File: src/rtl/core/dfht_pkg.sv
`default_nettype none

package dfht_pkg;

    // temperature word width, 1/16 degree c per lsb
    localparam int TEMP_WIDTH = 12;
    localparam int HYST_WIDTH = TEMP_WIDTH - 1;
    localparam int CFG_IDX_W  = 3;

    typedef logic signed [TEMP_WIDTH-1:0] t_temp;
    typedef logic signed [TEMP_WIDTH:0]   t_temp_ext;
    typedef logic        [HYST_WIDTH-1:0] t_hyst;

    typedef enum logic [CFG_IDX_W-1:0] {
        CFG_FAN1_THR  = 3'd0,
        CFG_FAN2_THR  = 3'd1,
        CFG_HYST      = 3'd2,
        CFG_FS_BOTH   = 3'd3,
        CFG_FAN1_AUTO = 3'd4,
        CFG_FAN2_AUTO = 3'd5,
        CFG_FAN1_MAN  = 3'd6,
        CFG_FAN2_MAN  = 3'd7
    } t_cfg_idx;

    localparam t_temp FAN1_THR_RST = t_temp'(560);
    localparam t_temp FAN2_THR_RST = t_temp'(640);
    localparam t_hyst HYST_RST     = t_hyst'(32);

    typedef struct packed {
        t_temp fan1_thr;
        t_temp fan2_thr;
        t_hyst hyst;
        logic  fs_both;
        logic  fan1_auto;
        logic  fan2_auto;
        logic  fan1_man;
        logic  fan2_man;
    } t_cfg;

    typedef struct packed {
        t_temp top_mean;
        logic  top_valid;
        logic  top_mismatch;
        t_temp bottom_mean;
        logic  bottom_valid;
        logic  bottom_mismatch;
        logic  any_usable;
    } t_snap;

    typedef struct packed {
        logic  fan1_on;
        logic  fan2_on;
        logic  failsafe_active;
        t_temp control_temp;
        logic  control_temp_valid;
    } t_res;

    // switch on first, then test for switch off in the same step
    function automatic logic auto_fan(logic cur, t_temp temp, t_temp thr, t_hyst hyst);
        t_temp_ext temp_x;
        t_temp_ext off_pt;
        logic      st;
        temp_x = t_temp_ext'(temp);
        off_pt = t_temp_ext'(thr) - t_temp_ext'({1'b0, hyst});
        st     = cur | (temp >= thr);
        return st & ~(temp_x <= off_pt);
    endfunction

endpackage

`default_nettype wire

File: src/rtl/core/dfht_if.sv
`default_nettype none

interface dfht_in_if;
    logic              valid;
    logic              ready;
    dfht_pkg::t_temp   top_mean;
    logic              top_valid;
    logic              top_mismatch;
    dfht_pkg::t_temp   bottom_mean;
    logic              bottom_valid;
    logic              bottom_mismatch;
    logic              any_usable;

    modport source(output valid, top_mean, top_valid, top_mismatch, bottom_mean,
                   bottom_valid, bottom_mismatch, any_usable, input ready);
    modport sink(input valid, top_mean, top_valid, top_mismatch, bottom_mean,
                 bottom_valid, bottom_mismatch, any_usable, output ready);
endinterface

interface dfht_out_if;
    logic              valid;
    logic              ready;
    logic              fan1_on;
    logic              fan2_on;
    logic              failsafe_active;
    dfht_pkg::t_temp   control_temp;
    logic              control_temp_valid;

    modport source(output valid, fan1_on, fan2_on, failsafe_active, control_temp,
                   control_temp_valid, input ready);
    modport sink(input valid, fan1_on, fan2_on, failsafe_active, control_temp,
                 control_temp_valid, output ready);
endinterface

interface dfht_cfg_if;
    logic                               valid;
    logic                               ready;
    logic [dfht_pkg::CFG_IDX_W-1:0]     index;
    logic [dfht_pkg::TEMP_WIDTH-1:0]    wdata;

    modport source(output valid, index, wdata, input ready);
    modport sink(input valid, index, wdata, output ready);
endinterface

`default_nettype wire

File: src/rtl/core/dfht_cfg_regs.sv
`default_nettype none

module dfht_cfg_regs (
    input  wire                              i_clk,
    input  wire                              i_rst_n,
    input  wire                              i_wr,
    input  wire [dfht_pkg::CFG_IDX_W-1:0]    i_idx,
    input  wire [dfht_pkg::TEMP_WIDTH-1:0]   i_wdata,
    output dfht_pkg::t_cfg                   o_cfg
);

    dfht_pkg::t_cfg     r_cfg;
    dfht_pkg::t_cfg     n_cfg;
    dfht_pkg::t_cfg_idx w_idx;

    assign w_idx = dfht_pkg::t_cfg_idx'(i_idx);

    always_comb begin
        n_cfg = r_cfg;
        if (i_wr) begin
            unique case (w_idx)
                dfht_pkg::CFG_FAN1_THR:  n_cfg.fan1_thr  = dfht_pkg::t_temp'(i_wdata);
                dfht_pkg::CFG_FAN2_THR:  n_cfg.fan2_thr  = dfht_pkg::t_temp'(i_wdata);
                dfht_pkg::CFG_HYST:      n_cfg.hyst      = i_wdata[dfht_pkg::HYST_WIDTH-1:0];
                dfht_pkg::CFG_FS_BOTH:   n_cfg.fs_both   = i_wdata[0];
                dfht_pkg::CFG_FAN1_AUTO: n_cfg.fan1_auto = i_wdata[0];
                dfht_pkg::CFG_FAN2_AUTO: n_cfg.fan2_auto = i_wdata[0];
                dfht_pkg::CFG_FAN1_MAN:  n_cfg.fan1_man  = i_wdata[0];
                dfht_pkg::CFG_FAN2_MAN:  n_cfg.fan2_man  = i_wdata[0];
                default: ;
            endcase
        end
    end

    always_ff @(posedge i_clk) begin
        if (!i_rst_n) begin
            r_cfg.fan1_thr  <= dfht_pkg::FAN1_THR_RST;
            r_cfg.fan2_thr  <= dfht_pkg::FAN2_THR_RST;
            r_cfg.hyst      <= dfht_pkg::HYST_RST;
            r_cfg.fs_both   <= 1'b1;
            r_cfg.fan1_auto <= 1'b1;
            r_cfg.fan2_auto <= 1'b1;
            r_cfg.fan1_man  <= 1'b0;
            r_cfg.fan2_man  <= 1'b0;
        end else begin
            r_cfg <= n_cfg;
        end
    end

    assign o_cfg = r_cfg;

endmodule

`default_nettype wire

File: src/rtl/core/dfht_decide.sv
`default_nettype none

module dfht_decide (
    input  wire                 i_clk,
    input  wire                 i_rst_n,
    input  wire                 i_adv,
    input  wire dfht_pkg::t_snap i_snap,
    input  wire dfht_pkg::t_cfg  i_cfg,
    output dfht_pkg::t_res      o_res
);

    logic            r_fan1;
    logic            r_fan2;
    logic            n_fan1;
    logic            n_fan2;
    logic            w_fs;
    logic            w_vld;
    dfht_pkg::t_temp w_ctl;

    always_comb begin
        w_fs  = ~i_snap.any_usable | i_snap.top_mismatch | i_snap.bottom_mismatch;
        w_vld = i_snap.top_valid | i_snap.bottom_valid;

        // larger valid mean, or the only valid one, else zero
        if (i_snap.top_valid && i_snap.bottom_valid) begin
            w_ctl = (i_snap.top_mean > i_snap.bottom_mean) ? i_snap.top_mean
                                                           : i_snap.bottom_mean;
        end else if (i_snap.top_valid) begin
            w_ctl = i_snap.top_mean;
        end else if (i_snap.bottom_valid) begin
            w_ctl = i_snap.bottom_mean;
        end else begin
            w_ctl = '0;
        end

        n_fan1 = r_fan1;
        n_fan2 = r_fan2;
        if (w_fs && i_cfg.fs_both) begin
            n_fan1 = 1'b1;
            n_fan2 = 1'b1;
        end else begin
            if (!i_cfg.fan1_auto) begin
                n_fan1 = i_cfg.fan1_man;
            end else if (w_vld) begin
                n_fan1 = dfht_pkg::auto_fan(r_fan1, w_ctl, i_cfg.fan1_thr, i_cfg.hyst);
            end
            if (!i_cfg.fan2_auto) begin
                n_fan2 = i_cfg.fan2_man;
            end else if (w_vld) begin
                n_fan2 = dfht_pkg::auto_fan(r_fan2, w_ctl, i_cfg.fan2_thr, i_cfg.hyst);
            end
        end

        o_res.fan1_on            = n_fan1;
        o_res.fan2_on            = n_fan2;
        o_res.failsafe_active    = w_fs;
        o_res.control_temp       = w_ctl;
        o_res.control_temp_valid = w_vld;
    end

    // fan state moves only when the snapshot is handed to the result register
    always_ff @(posedge i_clk) begin
        if (!i_rst_n) begin
            r_fan1 <= 1'b1;
            r_fan2 <= 1'b1;
        end else if (i_adv) begin
            r_fan1 <= n_fan1;
            r_fan2 <= n_fan2;
        end
    end

endmodule

`default_nettype wire

File: src/rtl/core/dual_fan_hysteresis_thermostat_core.sv
`default_nettype none

// two-stage hysteresis thermostat for two fan relays
// i_in: one temperature snapshot per beat (top/bottom mean, valid and
//   mismatch flags, any-usable flag), valid/ready
// o_out: one result beat per snapshot (fan commands, failsafe flag,
//   control temperature and its valid flag), valid/ready
// i_cfg: register write beats (index, data); always ready, index order is
//   fan1 threshold, fan2 threshold, hysteresis, failsafe-both-on,
//   fan1 auto, fan2 auto, fan1 manual, fan2 manual
// path: a snapshot accepted on i_in goes through the input register, then
//   through the decision logic into the result register, which drives o_out
// throughput: one snapshot per cycle; the only loop is the one-bit fan
//   state per fan, updated as the snapshot moves into the result register
// stall: while o_out is held, the result register keeps its beat and the
//   input register can still take one more snapshot before i_in.ready drops
// reset: both fans on, registers back to their defaults, both stages empty
// configuration is meant to be written only while no snapshot is in flight

module dual_fan_hysteresis_thermostat_core (
    input  wire         i_clk,
    input  wire         i_rst_n,
    dfht_in_if.sink     i_in,
    dfht_out_if.source  o_out,
    dfht_cfg_if.sink    i_cfg
);

    dfht_pkg::t_cfg  w_cfg;
    dfht_pkg::t_snap r_snap;
    logic            r_snap_vld;
    dfht_pkg::t_res  w_res;
    dfht_pkg::t_res  r_res;
    logic            r_res_vld;
    logic            w_adv;
    logic            w_in_acc;

    // config registers, writes always taken
    assign i_cfg.ready = 1'b1;

    dfht_cfg_regs u_cfg (
        .i_clk   (i_clk),
        .i_rst_n (i_rst_n),
        .i_wr    (i_cfg.valid),
        .i_idx   (i_cfg.index),
        .i_wdata (i_cfg.wdata),
        .o_cfg   (w_cfg)
    );

    // snapshot moves on when the result register is empty or being drained
    assign w_adv       = r_snap_vld & (~r_res_vld | o_out.ready);
    assign i_in.ready  = ~r_snap_vld | w_adv;
    assign w_in_acc    = i_in.valid & i_in.ready;

    // input register
    always_ff @(posedge i_clk) begin
        if (!i_rst_n) begin
            r_snap_vld <= 1'b0;
        end else if (i_in.ready) begin
            r_snap_vld <= i_in.valid;
        end
    end

    always_ff @(posedge i_clk) begin
        if (w_in_acc) begin
            r_snap.top_mean        <= i_in.top_mean;
            r_snap.top_valid       <= i_in.top_valid;
            r_snap.top_mismatch    <= i_in.top_mismatch;
            r_snap.bottom_mean     <= i_in.bottom_mean;
            r_snap.bottom_valid    <= i_in.bottom_valid;
            r_snap.bottom_mismatch <= i_in.bottom_mismatch;
            r_snap.any_usable      <= i_in.any_usable;
        end
    end

    // control temperature select, failsafe and fan state update
    dfht_decide u_decide (
        .i_clk   (i_clk),
        .i_rst_n (i_rst_n),
        .i_adv   (w_adv),
        .i_snap  (r_snap),
        .i_cfg   (w_cfg),
        .o_res   (w_res)
    );

    // result register
    always_ff @(posedge i_clk) begin
        if (!i_rst_n) begin
            r_res_vld <= 1'b0;
        end else if (w_adv) begin
            r_res_vld <= 1'b1;
        end else if (o_out.ready) begin
            r_res_vld <= 1'b0;
        end
    end

    always_ff @(posedge i_clk) begin
        if (w_adv) begin
            r_res <= w_res;
        end
    end

    assign o_out.valid              = r_res_vld;
    assign o_out.fan1_on            = r_res.fan1_on;
    assign o_out.fan2_on            = r_res.fan2_on;
    assign o_out.failsafe_active    = r_res.failsafe_active;
    assign o_out.control_temp       = r_res.control_temp;
    assign o_out.control_temp_valid = r_res.control_temp_valid;

    // failsafe with force-on set drives both fans on in the next result
    a_fs_force: assert property (@(posedge i_clk) disable iff (!i_rst_n)
        w_adv && w_res.failsafe_active && w_cfg.fs_both
        |=> o_out.valid && o_out.fan1_on && o_out.fan2_on)
        else $error("failsafe force-on not applied");

    // no valid mean means a zero control temperature
    a_ctl_zero: assert property (@(posedge i_clk) disable iff (!i_rst_n)
        o_out.valid && !o_out.control_temp_valid |-> o_out.control_temp == '0)
        else $error("control temperature not zero without a valid mean");

    // an empty result register never blocks the input side
    a_no_block: assert property (@(posedge i_clk) disable iff (!i_rst_n)
        !r_res_vld |-> i_in.ready)
        else $error("input stalled with empty result register");

endmodule

`default_nettype wire

File: src/flat_wrapper.sv
// flat-port wrapper written by rule: the top's interface ports become plain ports
module dual_fan_hysteresis_thermostat_core_flat 
  (i_clk, i_rst_n, i_in_valid, i_in_top_mean, i_in_top_valid, i_in_top_mismatch, i_in_bottom_mean, i_in_bottom_valid, i_in_bottom_mismatch, i_in_any_usable, i_in_ready, o_out_valid, o_out_fan1_on, o_out_fan2_on, o_out_failsafe_active, o_out_control_temp, o_out_control_temp_valid, o_out_ready, i_cfg_valid, i_cfg_index, i_cfg_wdata, i_cfg_ready);
  dfht_in_if i_in_i ();
  dfht_out_if o_out_i ();
  dfht_cfg_if i_cfg_i ();
  input  wire i_clk;
  input  wire i_rst_n;
  input wire logic [$bits(i_in_i.valid)-1:0] i_in_valid;
  input wire logic [$bits(i_in_i.top_mean)-1:0] i_in_top_mean;
  input wire logic [$bits(i_in_i.top_valid)-1:0] i_in_top_valid;
  input wire logic [$bits(i_in_i.top_mismatch)-1:0] i_in_top_mismatch;
  input wire logic [$bits(i_in_i.bottom_mean)-1:0] i_in_bottom_mean;
  input wire logic [$bits(i_in_i.bottom_valid)-1:0] i_in_bottom_valid;
  input wire logic [$bits(i_in_i.bottom_mismatch)-1:0] i_in_bottom_mismatch;
  input wire logic [$bits(i_in_i.any_usable)-1:0] i_in_any_usable;
  output wire logic [$bits(i_in_i.ready)-1:0] i_in_ready;
  output wire logic [$bits(o_out_i.valid)-1:0] o_out_valid;
  output wire logic [$bits(o_out_i.fan1_on)-1:0] o_out_fan1_on;
  output wire logic [$bits(o_out_i.fan2_on)-1:0] o_out_fan2_on;
  output wire logic [$bits(o_out_i.failsafe_active)-1:0] o_out_failsafe_active;
  output wire logic [$bits(o_out_i.control_temp)-1:0] o_out_control_temp;
  output wire logic [$bits(o_out_i.control_temp_valid)-1:0] o_out_control_temp_valid;
  input wire logic [$bits(o_out_i.ready)-1:0] o_out_ready;
  input wire logic [$bits(i_cfg_i.valid)-1:0] i_cfg_valid;
  input wire logic [$bits(i_cfg_i.index)-1:0] i_cfg_index;
  input wire logic [$bits(i_cfg_i.wdata)-1:0] i_cfg_wdata;
  output wire logic [$bits(i_cfg_i.ready)-1:0] i_cfg_ready;
  assign i_in_i.valid = i_in_valid;
  assign i_in_i.top_mean = i_in_top_mean;
  assign i_in_i.top_valid = i_in_top_valid;
  assign i_in_i.top_mismatch = i_in_top_mismatch;
  assign i_in_i.bottom_mean = i_in_bottom_mean;
  assign i_in_i.bottom_valid = i_in_bottom_valid;
  assign i_in_i.bottom_mismatch = i_in_bottom_mismatch;
  assign i_in_i.any_usable = i_in_any_usable;
  assign i_in_ready = i_in_i.ready;
  assign o_out_valid = o_out_i.valid;
  assign o_out_fan1_on = o_out_i.fan1_on;
  assign o_out_fan2_on = o_out_i.fan2_on;
  assign o_out_failsafe_active = o_out_i.failsafe_active;
  assign o_out_control_temp = o_out_i.control_temp;
  assign o_out_control_temp_valid = o_out_i.control_temp_valid;
  assign o_out_i.ready = o_out_ready;
  assign i_cfg_i.valid = i_cfg_valid;
  assign i_cfg_i.index = i_cfg_index;
  assign i_cfg_i.wdata = i_cfg_wdata;
  assign i_cfg_ready = i_cfg_i.ready;
  dual_fan_hysteresis_thermostat_core u_core (.i_clk(i_clk), .i_rst_n(i_rst_n), .i_in(i_in_i), .o_out(o_out_i), .i_cfg(i_cfg_i));
endmodule
File: config.mk
export PLATFORM = sky130hd
export DESIGN_NAME = dual_fan_hysteresis_thermostat_core_flat
export DESIGN_NICKNAME = d
export VERILOG_FILES = /design/src/rtl/core/dfht_pkg.sv /design/src/rtl/core/dfht_if.sv /design/src/rtl/core/dfht_cfg_regs.sv /design/src/rtl/core/dfht_decide.sv /design/src/rtl/core/dual_fan_hysteresis_thermostat_core.sv /design/src/flat_wrapper.sv
export SDC_FILE = /design/constraint.sdc
export NUM_CORES = 1
export LEC_CHECK = 0
export ABC_CLOCK_PERIOD_IN_PS = 7700
export BUFFER_PORTS_ARGS = -buffer_cell sky130_fd_sc_hd__buf_2
export CORE_UTILIZATION = 30
export DETAILED_ROUTE_END_ITERATION = 7
export GPL_ROUTABILITY_DRIVEN = 1
export GPL_TIMING_DRIVEN = 0
export HOLD_SLACK_MARGIN = 0.03
export PLACE_DENSITY = 0.53
export SKIP_LAST_GASP = 1
export SLEW_MARGIN = 25
export SYNTH_ARGS = -nofsm -noshare
export SYNTH_HDL_FRONTEND = slang
export SYNTH_SLANG_ARGS = --single-unit
File: constraint.sdc
create_clock -name i_clk -period 7.7 [get_ports i_clk]
set_input_delay 0.77 -clock i_clk [delete_from_list [all_inputs] [get_ports i_clk]]
set_output_delay 0.77 -clock i_clk [all_outputs]
set_load 0.05 [all_outputs]
After elaboration in Yosys (flattened, before gate mapping)
Cells that the tools add are included.
{"block": "word_totals", "regBits": 89, "inputBits": 49, "output_inout_bits": 19, "elab_cells": 78}
{"block": "classes", "addsub": 2, "order_cmp": 5, "eq_ne": 7, "muxes": 12, "bitwise": 16, "n_reduce_logical": 12}
{"op": "$mux W12", "count": 4}
{"op": "$le A12 B13 Y1", "count": 2}
{"op": "$sub A12 B12 Y13", "count": 2}
{"op": "$ge A12 B12 Y1", "count": 2}
{"op": "$reduce_and A2 Y1", "count": 8}
{"op": "$eq A3 B3 Y1 const B", "count": 4}
{"op": "$gt A12 B12 Y1", "count": 1}
{"op": "$mux W1", "count": 8}
{"op": "$or A1 B1 Y1", "count": 7}
{"op": "$eq A3 B2 Y1 const B", "count": 2}
{"op": "$not A1 Y1", "count": 5}
{"op": "$and A1 B1 Y1", "count": 4}
{"op": "$eq A3 B1 Y1 const B", "count": 1}
{"op": "$logic_not A3 Y1", "count": 1}
{"op": "$logic_and A1 B1 Y1", "count": 2}
{"op": "$reduce_bool A2 Y1", "count": 1}

Depth between registers and ports, before layout
{"block": "logic_depth", "word_depth": 9, "mapped_depth": 21}

Cells and area by module
From an unflattened synthesis, not the netlist that was laid out.
{"block": "hier_totals", "cells_unflattened": 615, "hier_area_um2": 6034.5}
{"module": "dfht_decide", "instances": 1, "cells_each": 398, "area_each_um2": 2936.6, "seq_area_each_um2": 40.0}
{"module": "dfht_cfg_regs", "instances": 1, "cells_each": 161, "area_each_um2": 1631.6, "seq_area_each_um2": 800.8}
{"module": "dual_fan_hysteresis_thermostat_core", "instances": 1, "cells_each": 56, "area_each_um2": 1466.4, "seq_area_each_um2": 1391.3}

Least setup slack after synthesis
Ideal clock, no wire load.
{"block": "synth_path", "kind": "reg2reg", "from": "reg u_core.u_cfg.r_cfg (netlist bit u_core.u_cfg.o_cfg[5])", "to": "reg u_core.r_res (netlist bit u_core.o_out.fan2_on) (data pin)", "setup_ps": 261, "t_arrival_ps": 3546, "t_required_ps": 7439, "path_slack_ps": 3893, "stages_incl_launch_ff": 20, "path_buffers": 0, "period_less_slack_ps": 3807, "path_cell_list": "dfxtp_1 > ha_1 > inv_1 > fa_1 > a21o_1 > a21oi_1 > o21bai_1 > a21oi_1 > o21ai_1 > a21oi_1 > o21bai_1 > a21oi_1 > xor2_1 > ha_1 > a21o_1 > a2111oi_0 > o311ai_0 > a31oi_1 > a211oi_2 > nand3b_1"}
{"block": "synth_between", "elab_chain_len": 7}
{"item": "start: declaration", "line": "dfht_cfg_regs.sv:12", "text": "dfht_pkg::t_cfg r_cfg;"}
{"item": "start signal: assignment", "line": "dfht_cfg_regs.sv:46", "text": "r_cfg <= n_cfg;"}
{"item": "$sub A12 B12 Y13", "line": "dfht_pkg.sv:64", "text": "off_pt = t_temp_ext'(thr) - t_temp_ext'({1'b0, hyst});"}
{"item": "$le A12 B13 Y1", "line": "dfht_pkg.sv:66", "text": "return st & ~(temp_x <= off_pt);"}
{"item": "$not A1 Y1", "line": "dfht_pkg.sv:66"}
{"item": "$and A1 B1 Y1", "line": "dfht_pkg.sv:66"}
{"item": "$mux W1", "line": "dfht_decide.sv:49", "text": "end else if (w_vld) begin"}
{"item": "$mux W1", "line": "dfht_decide.sv:47", "text": "if (!i_cfg.fan2_auto) begin"}
{"item": "$mux W1", "line": "dfht_decide.sv:38", "text": "if (w_fs && i_cfg.fs_both) begin"}
{"item": "net u_core.u_decide.n_fan2", "line": "dfht_decide.sv:15", "text": "logic n_fan2;"}
{"item": "end signal: assignment", "line": "dual_fan_hysteresis_thermostat_core.sv:98", "text": "r_res <= w_res;"}
{"item": "end: declaration", "line": "dual_fan_hysteresis_thermostat_core.sv:32", "text": "dfht_pkg::t_res r_res;"}
The timed path passes the listed nets, and every way through them passes these cells.
A chain may end at the register's enable or synchronous reset.

Final worst setup path
Ends and elaborated chain as after synthesis.

==> metrics.txt <==
run status complete, but fails checks; failing checks DRC; final number of setup-violating endpoints 0; DP Wirelength about 12000 microns; classification of the worst-slack hold path register to register; Synth Cell Area 5570 sq um; post-detailed-route count of antenna-violating nets 0; largest net degree at the start of global routing 30; clock tree from TritonCTS yes; clock sink count 89; total congestion overflow after global routing 0; DR vias/cell about 4.9; setup repair after global routing missed its margin no; vertical extent of the die about 140 microns; worst-path fanout max 3; number of antenna violations at the first check in global routing 0; VDD IR-drop max 0.0000991 V; DIE WIDTH between 100 and 150 microns; Peak Freq 216 MHz; Most used DFF post-synth edfxtp_1; share of cells above drive strength 1 0.133; Final period util 0.602; vias in the first global route roughly 4500; register-to-register setup slack 3.06 ns; clock latency at the later pin of the worst-skew pair 0.35 ns; final hold vios 0; Post-Route Hold Slack 0.458 ns; Worst-Margin Slew 0.789 ns; area share of the largest cell type after synthesis 0.242; Layout Utilization 0.358; ranking of synthesized cells by area edfxtp_1, ha_1, dfxtp_1, a21oi_1, nand2_1; proportion of synthesized flip-flops having asynchronous set or reset 0; # port buffers 65; average footprint of a synthesized cell around 9.3 sq um; clock edge transition at the registers on the reported setup and hold paths 0.06 ns; weighted congestion at the end of routability-driven global placement 0.844; cell taking the most area after synthesis edfxtp_1; area of the core 18100 sq um; global-route wire length before repair 22900 microns; maximum count of clock buffers along a single path 2; Synth Instances 598; leakage component of the power roughly 2.7 nW; most used cells in the layout excluding fill and tap cells nand2_1, ha_1, inv_1; sequential element share of the synthesized area 0.400; count of boundary I/O pins 68; headroom to the max-slew limit 0.470; worst endpoint data arrival time about 4.7 ns; Synth Warn # 0; post-CTS setup buffer count 0; Setup TNS 0 ns; routed wire length 14400 microns; P&R area growth vs syn 16.2%; number of nets in the final layout 807; CTS Hold Buffers Added 0; Post-synth EDFFs 45; launching element type of the critical path register; final max-slew violation count 0; total via count in the routed design ~4500; DR DRC count 4; Synth Net Count 731; total routing resource utilization after global routing 0.156; synth unique cells 57; Cell Rows 49; Final Critical Period 4.64 ns; clock root buffer clkbuf_16; Power per Cell Area 190 nW/um^2; count of inserted antenna diode cells 0; number of clock buffers inserted by TritonCTS 9; full die area 19100 sq um; number of storage elements in the synthesis netlist 89; number of max-cap violations 0; endpoint class of the critical path register; First DRT Iteration DRCs 220; WS Path Type register to register; most common cell after layout, fill and taps aside nand2_1; number of detailed-routing iterations run before antenna repair 7; detail-routed net length per standard cell 15.9 microns; H-tree depth reported by CTS 3; worst setup skew after layout 0.00431 ns; Resized Gates After CTS 0; data required time at the worst endpoint 7.80 ns; initial cell density of the core 0.308
==> registers in the layout, summed over array words and instances (netlist names) <==
| signal | flops |
|---|---|
| u_core.o_out.fan2_on | 1 |
| u_core.o_out.control_temp | 12 |
| u_core.o_out.fan1_on | 1 |
| u_core.u_decide.r_fan2 | 1 |
| u_core.o_out.control_temp_valid | 1 |
| u_core.o_out.valid | 1 |
| u_core.r_snap | 29 |
| u_core.u_cfg.o_cfg | 40 |
| u_core.u_decide.r_fan1 | 1 |
| u_core.o_out.failsafe_active | 1 |
| u_core.r_snap_vld | 1 |
==> critical path: stages (launching register included) <==
cell and delay, ns:
dfxtp_1 0.39, ha_1 0.20, inv_1 0.06, fa_1 0.41
a21o_1 0.19, a21oi_1 0.23, o21bai_1 0.10, a21oi_1 0.24
o21ai_1 0.10, a21oi_1 0.23, o21bai_1 0.12, a21oi_1 0.19
xor2_1 0.22, ha_1 0.28, a21o_1 0.18, a2111oi_0 0.58
o311ai_0 0.24, a31oi_1 0.21, a211oi_2 0.06, nand3b_1 0.17
==> per-layer routing <==
| layer | vias up | GRT usage | part of all wire |
|---|---|---|---|
| met4 | 0 | 0.0816 | 0.028 |
| met5 | - | 0 | 0 |
| li1 | 2269 | - | - |
| met2 | 98 | 0.266 | 0.48 |
| met3 | 25 | 0.0225 | 0.044 |
| met1 | 2089 | 0.190 | 0.44 |
==> cell usage after synthesis (10+ instances only) <==
master	n
edfxtp_1	45
nand2_1	84
a21oi_1	64
xnor2_1	14
nand2b_1	13
ha_1	82
a21o_1	11
o21ai_0	18
clkbuf_1	11
dfxtp_1	44
a22o_1	10
nor2_1	18
nor2b_1	10
nand3_1	12
inv_1	70
==> per-stage QoR <==
step / power [mW] / worst slack, ns / cells / instance area [sq um]
finish: 1.23 / 3.06 / 908 / 6470
detailed placement: 0.809 / 3.14 / 892 / 6190
floorplan: 0.728 / 3.89 / 598 / 5570
global route: 1.29 / 2.82 / 908 / 6470
global placement: 0.800 / 3.11 / 892 / 6190
CTS: 1.24 / 3.09 / 908 / 6470
==> cell type report <==
type,count,area (sq um)
multi-input cells,426,3040
clock buffers,12,236
well taps,229,287
flip-flops and latches,89,2230
clock inverters,4,43.8
plain buffers,12,48.8
fillers,1825,11600
repair buffers,65,325
inverters,71,267
==> path summary, 6_finish.rpt <==
kind,cells past startpoint,start,to
hold reg to reg,2,u_core.u_cfg.o_cfg[9],u_core.u_cfg.o_cfg[9]
setup reg to reg,19,u_core.u_cfg.o_cfg[5],u_core.o_out.fan2_on
hold / removal,2,u_core.u_cfg.o_cfg[9],u_core.u_cfg.o_cfg[9]
setup / recovery,19,u_core.u_cfg.o_cfg[5],u_core.o_out.fan2_on
==> cell families after synthesis <==
family	share of synthesized area
flip-flops	0.400
XOR/XNOR	0.0267
multiplexers	0.0137
buffers and inverters	0.0566
AND/OR/NAND/NOR	0.138
AO/OA/AOI/OAI	0.172
adder cells (fa/ha/maj)	0.191
other	0.000673
==> where the power goes <==
group	internal, mW	switching [mW]	total [mW]
clock	0.250	0.183	0.433
sequential	0.520	0.0101	0.531
combinational	0.106	0.163	0.269
total	0.876	0.356	1.23
Power figures use the tool's default switching activity.
